## src/rtl/nat_pkg.sv

```systemverilog
// Shared types and constants for the node address table with aging.
package nat_pkg;

  localparam logic [2:0] MODE_TAG_HELLO    = 3'd0;
  localparam logic [2:0] MODE_READER_HELLO = 3'd1;
  localparam logic [2:0] MODE_TAG_PONG     = 3'd2;
  localparam logic [2:0] MODE_ID_BY_ADDR   = 3'd3;
  localparam logic [2:0] MODE_ADDR_BY_ID   = 3'd4;
  localparam logic [2:0] MODE_SWEEP        = 3'd5;

  localparam logic [1:0] ST_OK   = 2'd0;
  localparam logic [1:0] ST_FULL = 2'd1;
  localparam logic [1:0] ST_MISS = 2'd2;

  localparam logic [15:0] NOT_FOUND_ID = 16'hFFFF;

  typedef struct packed {
    logic [2:0]  mode;
    logic [15:0] node_id;
    logic [15:0] short_addr;
    logic [15:0] router_addr_1;
    logic [15:0] router_addr_2;
    logic [15:0] router_addr_3;
    logic [7:0]  dist_in_1;
    logic [7:0]  dist_in_2;
    logic [7:0]  dist_in_3;
    logic [31:0] now_ms;
  } nat_in_t;

  typedef struct packed {
    logic [1:0]  status;
    logic [15:0] result_id;
    logic [15:0] result_addr;
    logic [15:0] reader_id_1;
    logic [15:0] reader_id_2;
    logic [15:0] reader_id_3;
    logic [7:0]  dist_out_1;
    logic [7:0]  dist_out_2;
    logic [7:0]  dist_out_3;
    logic [5:0]  live_count;
    logic        last;
  } nat_out_t;

  // Commands from the controller to the datapath.
  typedef struct packed {
    logic load;       // Capture the request and clear the scan state.
    logic rscan;      // Examine one reader entry.
    logic tscan;      // Examine one tag entry.
    logic commit;     // Apply the request's write and emit its single result.
    logic emit_cnt;   // Emit the final sweep count item.
  } nat_cmd_t;

  // Status from the datapath to the controller.
  typedef struct packed {
    logic rdone;
    logic tdone;
  } nat_sts_t;

endpackage

```

## src/rtl/node_address_table_with_aging_top.sv

```systemverilog
// Top level of the node address table with aging.
// A tag pong request scans the reader table and then the tag table, a reader hello scans
// only the reader table and skips the tag scan, and the others scan only the tag table.
// One request is handled at a time; the tables are scanned one entry per cycle.
// Sweep results appear during the tag scan, at most one per cycle (one per live, unaged entry), then the count item.
// Synchronous active-low reset empties both tables and sets timeout_ms to 15000.
// Results are strobed for one cycle; the receiver cannot stall.
module node_address_table_with_aging_top
  import nat_pkg::*;
#(
  parameter int TAG_ENTRIES    = 16,
  parameter int READER_ENTRIES = 8
) (
  input  logic        clk,
  input  logic        rst_n,
  input  logic        start,
  output logic        busy,
  input  nat_in_t     in_req,
  output logic        out_strobe,
  output nat_out_t    out_result,
  input  logic        cfg_valid,
  output logic        cfg_ready,
  input  logic [31:0] cfg_timeout_ms
);

  logic [31:0] timeout_r;
  nat_cmd_t    cmd;
  nat_sts_t    sts;

  assign cfg_ready = 1'b1;

  always_ff @(posedge clk) begin
    if (!rst_n) begin
      timeout_r <= 32'd15000;
    end else if (cfg_valid && cfg_ready) begin
      timeout_r <= cfg_timeout_ms;
    end
  end

  nat_ctrl u_ctrl (
    .clk   (clk),
    .rst_n (rst_n),
    .start (start),
    .mode  (in_req.mode),
    .sts   (sts),
    .cmd   (cmd),
    .busy  (busy)
  );

  nat_dp #(
    .TAG_ENTRIES    (TAG_ENTRIES),
    .READER_ENTRIES (READER_ENTRIES)
  ) u_dp (
    .clk        (clk),
    .rst_n      (rst_n),
    .in_req     (in_req),
    .timeout_ms (timeout_r),
    .cmd        (cmd),
    .sts        (sts),
    .out_valid  (out_strobe),
    .out_item   (out_result)
  );

  a_load_only_idle: assert property (@(posedge clk) disable iff (!rst_n)
    cmd.load |-> !busy)
    else $error("request loaded while busy");

  a_one_cmd: assert property (@(posedge clk) disable iff (!rst_n)
    $onehot0({cmd.load, cmd.rscan, cmd.tscan, cmd.commit, cmd.emit_cnt}))
    else $error("controller issued more than one command");

  a_last_ends: assert property (@(posedge clk) disable iff (!rst_n)
    out_strobe && out_result.last |=> !out_strobe)
    else $error("result after final item");

endmodule

```

## src/rtl/nat_ctrl.sv

```systemverilog
// Controller state machine that sequences each request's table scans.
module nat_ctrl
  import nat_pkg::*;
(
  input  logic       clk,
  input  logic       rst_n,
  input  logic       start,
  input  logic [2:0] mode,
  input  nat_sts_t   sts,
  output nat_cmd_t   cmd,
  output logic       busy
);

  typedef enum logic [5:0] {
    S_IDLE   = 6'b000001,
    S_RSCAN  = 6'b000010,
    S_TSCAN  = 6'b000100,
    S_COMMIT = 6'b001000,
    S_COUNT  = 6'b010000,
    S_GAP    = 6'b100000
  } state_t;

  state_t state_r, state_nxt;
  logic   sweep_r, sweep_nxt;

  always_comb begin
    state_nxt = state_r;
    sweep_nxt = sweep_r;
    cmd       = '0;
    case (state_r)
      S_IDLE: begin
        if (start) begin
          cmd.load  = 1'b1;
          sweep_nxt = (mode == MODE_SWEEP);
          if (mode == MODE_READER_HELLO || mode == MODE_TAG_PONG) begin
            state_nxt = S_RSCAN;
          end else if (mode == MODE_TAG_HELLO || mode == MODE_ID_BY_ADDR ||
                       mode == MODE_ADDR_BY_ID || mode == MODE_SWEEP) begin
            state_nxt = S_TSCAN;
          end
        end
      end
      S_RSCAN: begin
        cmd.rscan = 1'b1;
        if (sts.rdone) begin
          state_nxt = S_TSCAN;
        end
      end
      S_TSCAN: begin
        cmd.tscan = 1'b1;
        if (sts.tdone) begin
          state_nxt = sweep_r ? S_COUNT : S_COMMIT;
        end
      end
      S_COMMIT: begin
        cmd.commit = 1'b1;
        state_nxt  = S_GAP;
      end
      S_COUNT: begin
        cmd.emit_cnt = 1'b1;
        state_nxt    = S_GAP;
      end
      S_GAP: begin
        state_nxt = S_IDLE;
      end
      default: begin
        state_nxt = S_IDLE;
      end
    endcase
  end

  assign busy = (state_r != S_IDLE);

  always_ff @(posedge clk) begin
    if (!rst_n) begin
      state_r <= S_IDLE;
      sweep_r <= 1'b0;
    end else begin
      state_r <= state_nxt;
      sweep_r <= sweep_nxt;
    end
  end

endmodule

```

## src/rtl/nat_dp.sv

```systemverilog
// Datapath holding both tables and scanning them one entry per cycle.
module nat_dp
  import nat_pkg::*;
#(
  parameter int TAG_ENTRIES    = 16,
  parameter int READER_ENTRIES = 8
) (
  input  logic        clk,
  input  logic        rst_n,
  input  nat_in_t     in_req,
  input  logic [31:0] timeout_ms,
  input  nat_cmd_t    cmd,
  output nat_sts_t    sts,
  output logic        out_valid,
  output nat_out_t    out_item
);

  localparam int TW = (TAG_ENTRIES > 1) ? $clog2(TAG_ENTRIES) : 1;
  localparam int RW = (READER_ENTRIES > 1) ? $clog2(READER_ENTRIES) : 1;
  localparam int TCW = $clog2(TAG_ENTRIES + 1);
  localparam int RCW = $clog2(READER_ENTRIES + 1);

  logic [TAG_ENTRIES-1:0]    tag_alive_r;
  logic [15:0]               tag_ident_r   [TAG_ENTRIES];
  logic [15:0]               tag_short_r   [TAG_ENTRIES];
  logic [47:0]               tag_readers_r [TAG_ENTRIES];
  logic [23:0]               tag_dists_r   [TAG_ENTRIES];
  logic [31:0]               tag_stamp_r   [TAG_ENTRIES];
  logic [READER_ENTRIES-1:0] reader_alive_r;
  logic [31:0]               reader_entry_r [READER_ENTRIES];

  nat_in_t        req_r;
  logic [RCW-1:0] rcnt_r;
  logic [TCW-1:0] tcnt_r;
  logic [5:0]     live_r;
  logic [15:0]    rid_r [3];
  logic           rsel_r [3];
  logic           found_r;
  logic [TW-1:0]  hit_r;
  logic           free_ok_r;
  logic [TW-1:0]  free_r;
  logic           rfound_r;
  logic [RW-1:0]  rhit_r;
  logic           rfree_ok_r;
  logic [RW-1:0]  rfree_r;
  logic           out_valid_r;
  nat_out_t       out_r;
  logic           out_valid_nxt;
  nat_out_t       out_nxt;

  logic [TW-1:0] ti;
  logic [RW-1:0] ri;
  logic          t_al, r_al, tmatch, rmatch, aged;
  logic [15:0]   r_id, r_ad;
  logic [31:0]   age;

  assign ti   = tcnt_r[TW-1:0];
  assign ri   = rcnt_r[RW-1:0];
  assign t_al = tag_alive_r[ti];
  assign r_al = reader_alive_r[ri];
  assign r_id = reader_entry_r[ri][15:0];
  assign r_ad = reader_entry_r[ri][31:16];
  assign age  = req_r.now_ms - tag_stamp_r[ti];
  assign aged = age > timeout_ms;

  always_comb begin
    tmatch = 1'b0;
    case (req_r.mode)
      MODE_TAG_HELLO:  tmatch = (tag_ident_r[ti] == req_r.node_id) ||
                                (tag_short_r[ti] == req_r.short_addr);
      MODE_TAG_PONG:   tmatch = (tag_short_r[ti] == req_r.short_addr);
      MODE_ID_BY_ADDR: tmatch = (tag_short_r[ti] == req_r.short_addr) &&
                                (req_r.short_addr != 16'd0);
      MODE_ADDR_BY_ID: tmatch = (tag_ident_r[ti] == req_r.node_id);
      default:         tmatch = 1'b0;
    endcase
    rmatch = (r_id == req_r.node_id) || (r_ad == req_r.short_addr);
  end

  assign sts.rdone = (rcnt_r == RCW'(READER_ENTRIES - 1));
  assign sts.tdone = (tcnt_r == TCW'(TAG_ENTRIES - 1));

  always_comb begin
    out_valid_nxt = 1'b0;
    out_nxt       = '0;
    if (cmd.tscan && req_r.mode == MODE_SWEEP && t_al && !aged) begin
      out_valid_nxt = 1'b1;
      out_nxt       = '{status: ST_OK, result_id: tag_ident_r[ti],
                        result_addr: tag_short_r[ti],
                        reader_id_1: tag_readers_r[ti][15:0],
                        reader_id_2: tag_readers_r[ti][31:16],
                        reader_id_3: tag_readers_r[ti][47:32],
                        dist_out_1: tag_dists_r[ti][7:0],
                        dist_out_2: tag_dists_r[ti][15:8],
                        dist_out_3: tag_dists_r[ti][23:16],
                        live_count: 6'd0, last: 1'b0};
    end
    if (cmd.emit_cnt) begin
      out_valid_nxt      = 1'b1;
      out_nxt.live_count = live_r;
      out_nxt.last       = 1'b1;
    end
    if (cmd.commit) begin
      out_valid_nxt = 1'b1;
      out_nxt.last  = 1'b1;
      case (req_r.mode)
        MODE_TAG_HELLO: begin
          if (!found_r && !free_ok_r) begin
            out_nxt.status = ST_FULL;
          end
        end
        MODE_READER_HELLO: begin
          if (!rfound_r && !rfree_ok_r) begin
            out_nxt.status = ST_FULL;
          end
        end
        MODE_TAG_PONG: begin
          if (!found_r) begin
            out_nxt.status = ST_MISS;
          end
        end
        MODE_ID_BY_ADDR: begin
          if (found_r) begin
            out_nxt.result_id   = tag_ident_r[hit_r];
            out_nxt.result_addr = req_r.short_addr;
          end else begin
            out_nxt.status    = ST_MISS;
            out_nxt.result_id = NOT_FOUND_ID;
          end
        end
        MODE_ADDR_BY_ID: begin
          if (found_r) begin
            out_nxt.result_id   = req_r.node_id;
            out_nxt.result_addr = tag_short_r[hit_r];
          end else begin
            out_nxt.status    = ST_MISS;
            out_nxt.result_id = NOT_FOUND_ID;
          end
        end
        default: begin
          out_valid_nxt = 1'b0;
        end
      endcase
    end
  end

  always_ff @(posedge clk) begin
    if (!rst_n) begin
      tag_alive_r    <= '0;
      reader_alive_r <= '0;
      out_valid_r    <= 1'b0;
      for (int i = 0; i < TAG_ENTRIES; i++) begin
        tag_ident_r[i]   <= '0;
        tag_short_r[i]   <= '0;
        tag_readers_r[i] <= '0;
        tag_dists_r[i]   <= '0;
        tag_stamp_r[i]   <= '0;
      end
      for (int i = 0; i < READER_ENTRIES; i++) begin
        reader_entry_r[i] <= '0;
      end
    end else begin
      out_valid_r <= out_valid_nxt;
      out_r       <= out_nxt;
      if (cmd.load) begin
        req_r      <= in_req;
        rcnt_r     <= '0;
        tcnt_r     <= '0;
        live_r     <= '0;
        found_r    <= 1'b0;
        free_ok_r  <= 1'b0;
        rfound_r   <= 1'b0;
        rfree_ok_r <= 1'b0;
        hit_r      <= '0;
        free_r     <= '0;
        rhit_r     <= '0;
        rfree_r    <= '0;
        for (int k = 0; k < 3; k++) begin
          rid_r[k]  <= NOT_FOUND_ID;
          rsel_r[k] <= 1'b0;
        end
      end
      if (cmd.rscan) begin
        if (!sts.rdone) begin
          rcnt_r <= rcnt_r + RCW'(1);
        end
        if (r_al) begin
          if (req_r.router_addr_1 != 16'd0 && r_ad == req_r.router_addr_1 &&
              !rsel_r[0]) begin
            rid_r[0]  <= r_id;
            rsel_r[0] <= 1'b1;
          end
          if (req_r.router_addr_2 != 16'd0 && r_ad == req_r.router_addr_2 &&
              !rsel_r[1]) begin
            rid_r[1]  <= r_id;
            rsel_r[1] <= 1'b1;
          end
          if (req_r.router_addr_3 != 16'd0 && r_ad == req_r.router_addr_3 &&
              !rsel_r[2]) begin
            rid_r[2]  <= r_id;
            rsel_r[2] <= 1'b1;
          end
          if (rmatch && !rfound_r) begin
            rfound_r <= 1'b1;
            rhit_r   <= ri;
          end
        end else if (!rfree_ok_r) begin
          rfree_ok_r <= 1'b1;
          rfree_r    <= ri;
        end
      end
      if (cmd.tscan && req_r.mode == MODE_READER_HELLO) begin
        tcnt_r <= TCW'(TAG_ENTRIES - 1);
      end else if (cmd.tscan) begin
        if (!sts.tdone) begin
          tcnt_r <= tcnt_r + TCW'(1);
        end
        if (req_r.mode == MODE_SWEEP) begin
          if (!t_al || aged) begin
            tag_alive_r[ti] <= 1'b0;
          end else begin
            live_r <= live_r + 6'd1;
          end
        end else if (t_al) begin
          if (tmatch && !found_r) begin
            found_r <= 1'b1;
            hit_r   <= ti;
          end
        end else if (!free_ok_r) begin
          free_ok_r <= 1'b1;
          free_r    <= ti;
        end
      end
      if (cmd.commit) begin
        case (req_r.mode)
          MODE_TAG_HELLO: begin
            if (found_r) begin
              if (tag_ident_r[hit_r] == req_r.node_id) begin
                tag_short_r[hit_r] <= req_r.short_addr;
              end else begin
                tag_ident_r[hit_r] <= req_r.node_id;
              end
              tag_stamp_r[hit_r] <= req_r.now_ms;
            end else if (free_ok_r) begin
              tag_alive_r[free_r] <= 1'b1;
              tag_ident_r[free_r] <= req_r.node_id;
              tag_short_r[free_r] <= req_r.short_addr;
              tag_stamp_r[free_r] <= req_r.now_ms;
            end
          end
          MODE_READER_HELLO: begin
            if (rfound_r) begin
              reader_entry_r[rhit_r] <= {req_r.short_addr, req_r.node_id};
            end else if (rfree_ok_r) begin
              reader_alive_r[rfree_r] <= 1'b1;
              reader_entry_r[rfree_r] <= {req_r.short_addr, req_r.node_id};
            end
          end
          MODE_TAG_PONG: begin
            if (found_r) begin
              tag_readers_r[hit_r] <= {rid_r[2], rid_r[1], rid_r[0]};
              tag_dists_r[hit_r]   <= {req_r.dist_in_3, req_r.dist_in_2,
                                       req_r.dist_in_1};
              tag_stamp_r[hit_r]   <= req_r.now_ms;
            end
          end
          default: begin
          end
        endcase
      end
    end
  end

  assign out_valid = out_valid_r;
  assign out_item  = out_r;

endmodule
```

## config.mk

```make
export PLATFORM = sky130hd
export DESIGN_NAME = node_address_table_with_aging_top
export DESIGN_NICKNAME = d
export VERILOG_FILES = /design/src/rtl/nat_pkg.sv /design/src/rtl/node_address_table_with_aging_top.sv /design/src/rtl/nat_ctrl.sv /design/src/rtl/nat_dp.sv
export SDC_FILE = /design/constraint.sdc
export NUM_CORES = 2
export LEC_CHECK = 0
export ABC_CLOCK_PERIOD_IN_PS = 7900
export BUFFER_PORTS_ARGS = -buffer_cell sky130_fd_sc_hd__buf_2
export CORE_AREA = 3 3 479 481
export CTS_BUF_LIST = sky130_fd_sc_hd__clkbuf_4
export DETAILED_ROUTE_END_ITERATION = 8
export DIE_AREA = 0 0 482 484
export GPL_TIMING_DRIVEN = 1
export PLACE_DENSITY = 0.82
export RECOVER_POWER = 50
export SYNTH_ARGS = -nofsm -noshare
export SYNTH_HDL_FRONTEND = slang
export SYNTH_SLANG_ARGS = --single-unit
```

## constraint.sdc

```tcl
create_clock -name clk -period 7.9 [get_ports clk]
set_input_delay 1.58 -clock clk [delete_from_list [all_inputs] [get_ports clk]]
set_output_delay 1.58 -clock clk [all_outputs]
set_load 0.03 [all_outputs]
```

Word level (Yosys, flattened, before mapping)
Memory sizes are Yosys's and may differ from the RTL's. A register that Yosys moved wholly into a read port is not among the register bits.
Cells that the tools add are included.
{ "word_totals": {"register_bits": 349, "ramBits": 2483, "input_bits": 175, "output_inout_bits": 116, "word_cells": 365, "mem_count": 8} }
{ "op_classes": {"n_addsub": 4, "magnitude_cmp": 8, "eq_ne": 30, "mux": 207, "n_bitwise": 12, "reduce_logical": 58} }
{ "memory_table": {"columns": ["name", "words", "word_bits", "rd", "rd_ports_with_merged_regs", "wr", "line_no", "text"], "rows": [
  ["u_dp.tag_readers_r", 16, 48, 1, 1, 16, "nat_dp.sv:26", "logic [47:0] tag_readers_r [TAG_ENTRIES];"],
  ["u_dp.tag_stamp_r", 16, 32, 1, 1, 16, "nat_dp.sv:28", "logic [31:0] tag_stamp_r [TAG_ENTRIES];"],
  ["u_dp.tag_dists_r", 16, 24, 1, 1, 16, "nat_dp.sv:27", "logic [23:0] tag_dists_r [TAG_ENTRIES];"],
  ["u_dp.reader_entry_r", 8, 32, 1, 1, 8, "nat_dp.sv:30", "logic [31:0] reader_entry_r [READER_ENTRIES];"],
  ["u_dp.tag_ident_r", 16, 16, 2, 2, 16, "nat_dp.sv:24", "logic [15:0] tag_ident_r [TAG_ENTRIES];"],
  ["u_dp.tag_short_r", 16, 16, 2, 2, 16, "nat_dp.sv:25", "logic [15:0] tag_short_r [TAG_ENTRIES];"],
  ["2 more memories", null, null, null, null, null, null, null]
]} }
{ "op_table": {"columns": ["operator", "n"], "rows": [
  ["16-bit 2-to-1 mux", 20],
  ["32-bit 2-to-1 mux", 5],
  ["4-bit 2-to-1 mux", 35],
  ["16-bit equality test", 8],
  ["32-bit OR reduction", 4],
  ["111-bit 2-to-1 mux", 1],
  ["1-bit 2-to-1 mux", 107],
  ["32-bit one-hot mux with 2 select lines", 1],
  ["16-bit nonzero test", 4],
  ["16-bit OR reduction", 4],
  ["6-bit 2-to-1 mux", 10],
  ["48-bit 2-to-1 mux", 1],
  ["48-bit OR reduction", 1],
  ["34-bit 2-to-1 mux", 1],
  ["3-bit 2-to-1 mux", 11],
  ["32-bit > comparator", 1],
  ["32-bit subtractor", 1],
  ["24-bit 2-to-1 mux", 1],
  ["6-bit one-hot mux with 4 select lines", 1],
  ["24-bit OR reduction", 1],
  ["5-bit 2-to-1 mux", 4],
  ["1-bit logical AND", 18],
  ["16-bit AND", 1],
  ["16-bit inverter", 1],
  ["other kinds (40)", 77]
]} }

Longest topological paths before layout
{ "depth": {"ltp_word": 16, "ltp_mapped": 33, "depth_no_buf": 23} }

Cells and area by module
A second synthesis with hierarchy kept.
{ "hier_totals": {"hier_cells": 8827, "hier_area_um2": 134184.9} }
{ "by_module_without_submodules": {"columns": ["mod", "n_inst", "cells_each", "area_per_inst_um2"], "rows": [
  ["nat_dp", 1, 8681, 132547.1],
  ["node_address_table_with_aging_top", 1, 105, 1237.4],
  ["nat_ctrl", 1, 41, 400.4]
]} }

Least setup slack after synthesis
Ideal clock, no wire load.
{ "synth_path": {"path_kind": "input to register", "from": "in rst_n", "to": "mem u_dp.tag_dists_r[3][0] (enable)", "setup_ns": 0.602, "arrival_time_ns": 7.559, "t_required_ns": 7.298, "setup_slack_ns": -0.260, "stages": 6, "path_buffers": 1, "cell_sequence": "clkbuf_1 -> nand4_1 -> nor2_1 -> and2_1 -> nand3_1 -> o21ai_0"} }
{ "synth_rtl": {"columns": ["element", "line_no", "text"], "rows": [
  ["from (decl)", "node_address_table_with_aging_top.sv:15", "input logic rst_n,"],
  ["to (decl)", "nat_dp.sv:27", null]
]} }

==> impl_metrics.json <==
{
  "synth_cells": 8616,
  "drt_first_pass_iters": 7,
  "wl_met2_mm": 177.4,
  "rr_endpoint": "u_dp.out_item[71]",
  "end_kind": "flip-flop",
  "syn_avg_cell_area_um2": 15.42,
  "syn_nets": 8862,
  "clock_path_buffers": 4,
  "max_freq_mhz": 126.2,
  "synth_ff_type": "edfxtp_1",
  "drt_first_iter_violations": 12480,
  "start_kind": "primary input",
  "finalCriticalPeriod_ns": 7.922,
  "grt_overflow": 0,
  "gp_congestion": 0.9109,
  "die_w_um": 482,
  "tritoncts": "yes",
  "synth_edf_count": 2768,
  "peakVddDrop_mv": 0.1370,
  "worstPathArrival_ns": 8.78,
  "worst_hold_startpoint": "in_req[18]",
  "clock_sinks": 2843,
  "crit_chain": "clkbuf_1, clkbuf_2, o21ai_1, clkbuf_4",
  "cp.required_ns": 8.76,
  "ys_ff_latch": 2843,
  "cts-root-buf": "clkbuf_4",
  "postCtsHoldBufs": 0,
  "pwr_density_cell_mw_per_mm2": 244.8,
  "violations": "capacitance limit, slew limit, setup timing",
  "hold_path_depth": 1,
  "drc": 0,
  "power_leakage_uw": 0.05163,
  "hold_viol": 0,
  "fin_area_mm2": 0.1459,
  "vias_per_cell": 6.580,
  "placed_cells": 11380,
  "fillers": 15450,
  "synth_top_cell_area_share_pct": 62.57,
  "cp_max_fo": 78,
  "routed_wl_mm": 375.9,
  "io_buffers": 289,
  "clk_pin_slew_ns": 0.07,
  "crit_slowest_cell": "clkbuf_1",
  "grt_usage_pct": 31.99,
  "ys_seq_area_share_pct": 63.70,
  "ff_latch_area_mm2": 0.08465,
  "cp_top_family": "buffers and inverters",
  "via_count": 82940,
  "path_class": "primary input to flip-flop",
  "pwr-share-comb_pct": 16.7,
  "path_buf_inv": 3,
  "yosys.cell_types.count": 78,
  "yosys_warnings": 0,
  "relSlewSlack_pct": -132.1,
  "syn2layout_area_growth_pct": 9.792,
  "io_pins": 291,
  "status": "complete, but fails checks",
  "wl_per_cell_um": 29.83,
  "rrSetupSlack_ns": 0.27,
  "clkPwrFrac_pct": 34.1,
  "p_int_uw": 25800,
  "period_share_pct": 100.3,
  "setup_viol": 10,
  "swShare_pct": 27.74,
  "yosysTopAreaCell": "edfxtp_1",
  "multi_input_comb_area_mm2": 0.04540,
  "num_rows": 174,
  "first_global_vias": 84620,
  "core-area_mm2": 0.2251,
  "drive_gt1_share_pct": 25.03,
  "power_uw": 35710,
  "antenna_found_initial": 26,
  "drv_cap": 51,
  "postLayoutCoreUtil_pct": 64.79,
  "ant_nets": 0,
  "clk_latency_ns": 1.49,
  "async_flop_share_pct": 0,
  "layout.cells.non_filler": 12600,
  "start_util_pct": 59.02,
  "dieHeight_um": 484,
  "power_frac_seq_pct": 49.2,
  "reg2reg_depth": 23,
  "hold_path_class": "primary input to flip-flop",
  "htreeDepth": 6,
  "synth_area_leaders": "edfxtp_1 (63%), mux4_2 (14%), and2_1 (10%), clkbuf_1 (1.6%), mux2i_1 (1.5%)",
  "hold_end": "u_dp.req_r[18]",
  "netlist_area_mm2": 0.1328,
  "clock_skew_ns": 0.1165,
  "grt_pass1_wl_mm": 546.5,
  "place_area_mm2": 0.1378,
  "setup_ws_ns": -0.02178,
  "wl_met3_mm": 52.22,
  "top_layer_used": "met5",
  "wl_met1_mm": 127.2,
  "maxSlewViolCount": 2127,
  "p_switching_uw": 9904,
  "grt_max_degree": 117,
  "dp_hpwl_mm": 211.8,
  "layout.nets": 9355,
  "cts_buffers": 721,
  "max_stage_delay_ns": 2.33,
  "die_area_mm2": 0.2333,
  "tightest_slew_ns": 3.482
}
## worst max-delay path by stage
| stage | depth (start not counted) | start | end |
|---|---|---|---|
| after floorplan | 6 | rst_n | u_dp.tag_dists_r[11][0] |
| after global placement | 23 | flip-flop | u_dp.out_item[22] |
| after detailed placement | 22 | flip-flop | u_dp.tag_alive_r[1] |
| after CTS | 22 | flip-flop | u_dp.tag_alive_r[1] |
| after global routing | 23 | flip-flop | u_dp.out_item[48] |
| final | 4 | rst_n | u_dp.tag_readers_r[11][13] |
## per-stage QoR
step,TNS (ns),worst slack [ns],hold slack (ns)
CTS,0,0.1905,0.1840
finish,-0.1225,-0.02178,0.2683
detailed placement,0,0.2071,0.4321
global route,-2.094,-0.06838,0.1856
global placement,0,0.5512,0.4232
floorplan,-55.29,-0.2560,0.4136
## cell usage after synthesis (79+ instances only)
cell type and count:
a21oi_1 90, and2_1 2213, buf_1 79, buf_2 103
clkbuf_1 565, edfxtp_1 2768, inv_1 94, mux2i_1 197
mux4_2 827, nand2_1 181, nor2_1 198, nor2b_1 85
nor3_1 257, o21ai_0 139, xnor2_1 131
## area by class of cell
type                            instances  share of cell area (%)
Inverter                              107                  0.2814
Sequential cell                      2843                   58.04
Antenna cell                           22                 0.03774
Clock buffer                         1016                   5.229
Tap cell                             2992                   2.567
Timing Repair Buffer                  523                   2.030
Multi-Input combinational cell       4913                   31.13
Clock inverter                        188                  0.6888
## flip-flops by register name (all words and copies together), names as in the netlist, 5 cells and up, named ones only
register,cells
u_dp.rid_r,48
u_dp.req_r,139
u_dp.tag_alive_r,16
u_dp.tag_ident_r,256
u_dp.reader_entry_r,256
u_dp.out_item,113
u_dp.tag_stamp_r,512
u_dp.tag_short_r,256
u_dp.live_r,6
u_dp.tcnt_r,5
u_dp.reader_alive_r,8
timeout_r,32
u_dp.tag_readers_r,768
u_dp.tag_dists_r,384
u_ctrl.state_r,6
## kinds of logic (layout without fill, tap and decap cells)
logic type / Yosys count / in the layout / share of synthesized area, %
simple gates: 3123 / 3123 / 13.76
flops: 2843 / 2843 / 63.70
mux: 1058 / 1058 / 15.79
buf+inv: 861 / 1834 / 2.555
compound gates: 504 / 505 / 2.492
xor+xnor: 155 / 155 / 1.022
fa+ha+maj: 71 / 71 / 0.6743
other cells: 1 / 23 / 0.002823
## worst register-to-register path, cell delays in order, from the launching register on
cell	delay (ns)
dfxtp_4	0.56
buf_4	0.34
buf_6	0.32
mux4_2	0.56
mux4_2	0.48
inv_1	0.08
ha_1	0.27
and3_1	0.24
and3_1	0.19
a41oi_1	0.37
a31oi_2	0.25
a2111oi_0	0.48
o21bai_1	0.14
a21oi_1	0.19
xnor2_1	0.08
ha_1	0.29
nand4_1	0.08
or2_2	0.32
or4_1	0.59
o22ai_4	0.36
o21ai_4	0.31
nand3_4	0.27
buf_12	0.36
nor2b_1	0.20
## placed cells by master, fill, tap and decap left out, types with 11 or more instances in the layout
cell       instances
edfxtp_1        2768
and2_1          1706
clkbuf_4        1020
mux4_2           827
and2_0           507
nor3_1           257
mux2i_1          196
nand2_1          181
clkbuf_1         167
buf_4            164
nor2_1           163
clkinv_1         145
buf_2            142
xnor2_1          131
o21ai_0          101
inv_1             93
nor2b_1           85
a21oi_1           78
ha_1              70
dfxtp_1           64
nor4_1            43
o22ai_1           39
a211oi_1          36
clkbuf_2          36
nand3_1           33
nand4_1           33
a21o_1            31
mux2_2            31
clkinv_2          29
nor2_2            26
a22oi_1           25
xor2_1            24
a221oi_1          24
o21ai_4           24
diode_2           22
nand2b_1          20
o211ai_1          16
and3_1            16
a2111oi_0         14
inv_2             11
## power groups by stage
stage / clock, uW / combinational, uW / sequential [uW]
detailed placement: 0 / 5790 / 17900
CTS: 12300 / 5810 / 17500
global route: 13100 / 6240 / 17600
finish: 12200 / 5960 / 17600
floorplan: 0 / 4150 / 17600
global placement: 0 / 5710 / 17800
## per-layer routing
layer,up-vias,GRT usage [%]
met1,41240,41.88
met5,-,0
met2,6739,49.90
li1,33720,-
met4,8,14.87
met3,1225,9.160
## repair_timing
item / in CTS / in global routing
hold endpoints to repair: 0 / 0
setup endpoints to repair: 0 / 58
resized for setup: 0 / 7
buffers inserted: 0 / 0
Note: power is estimated with default switching activity, not from simulation.
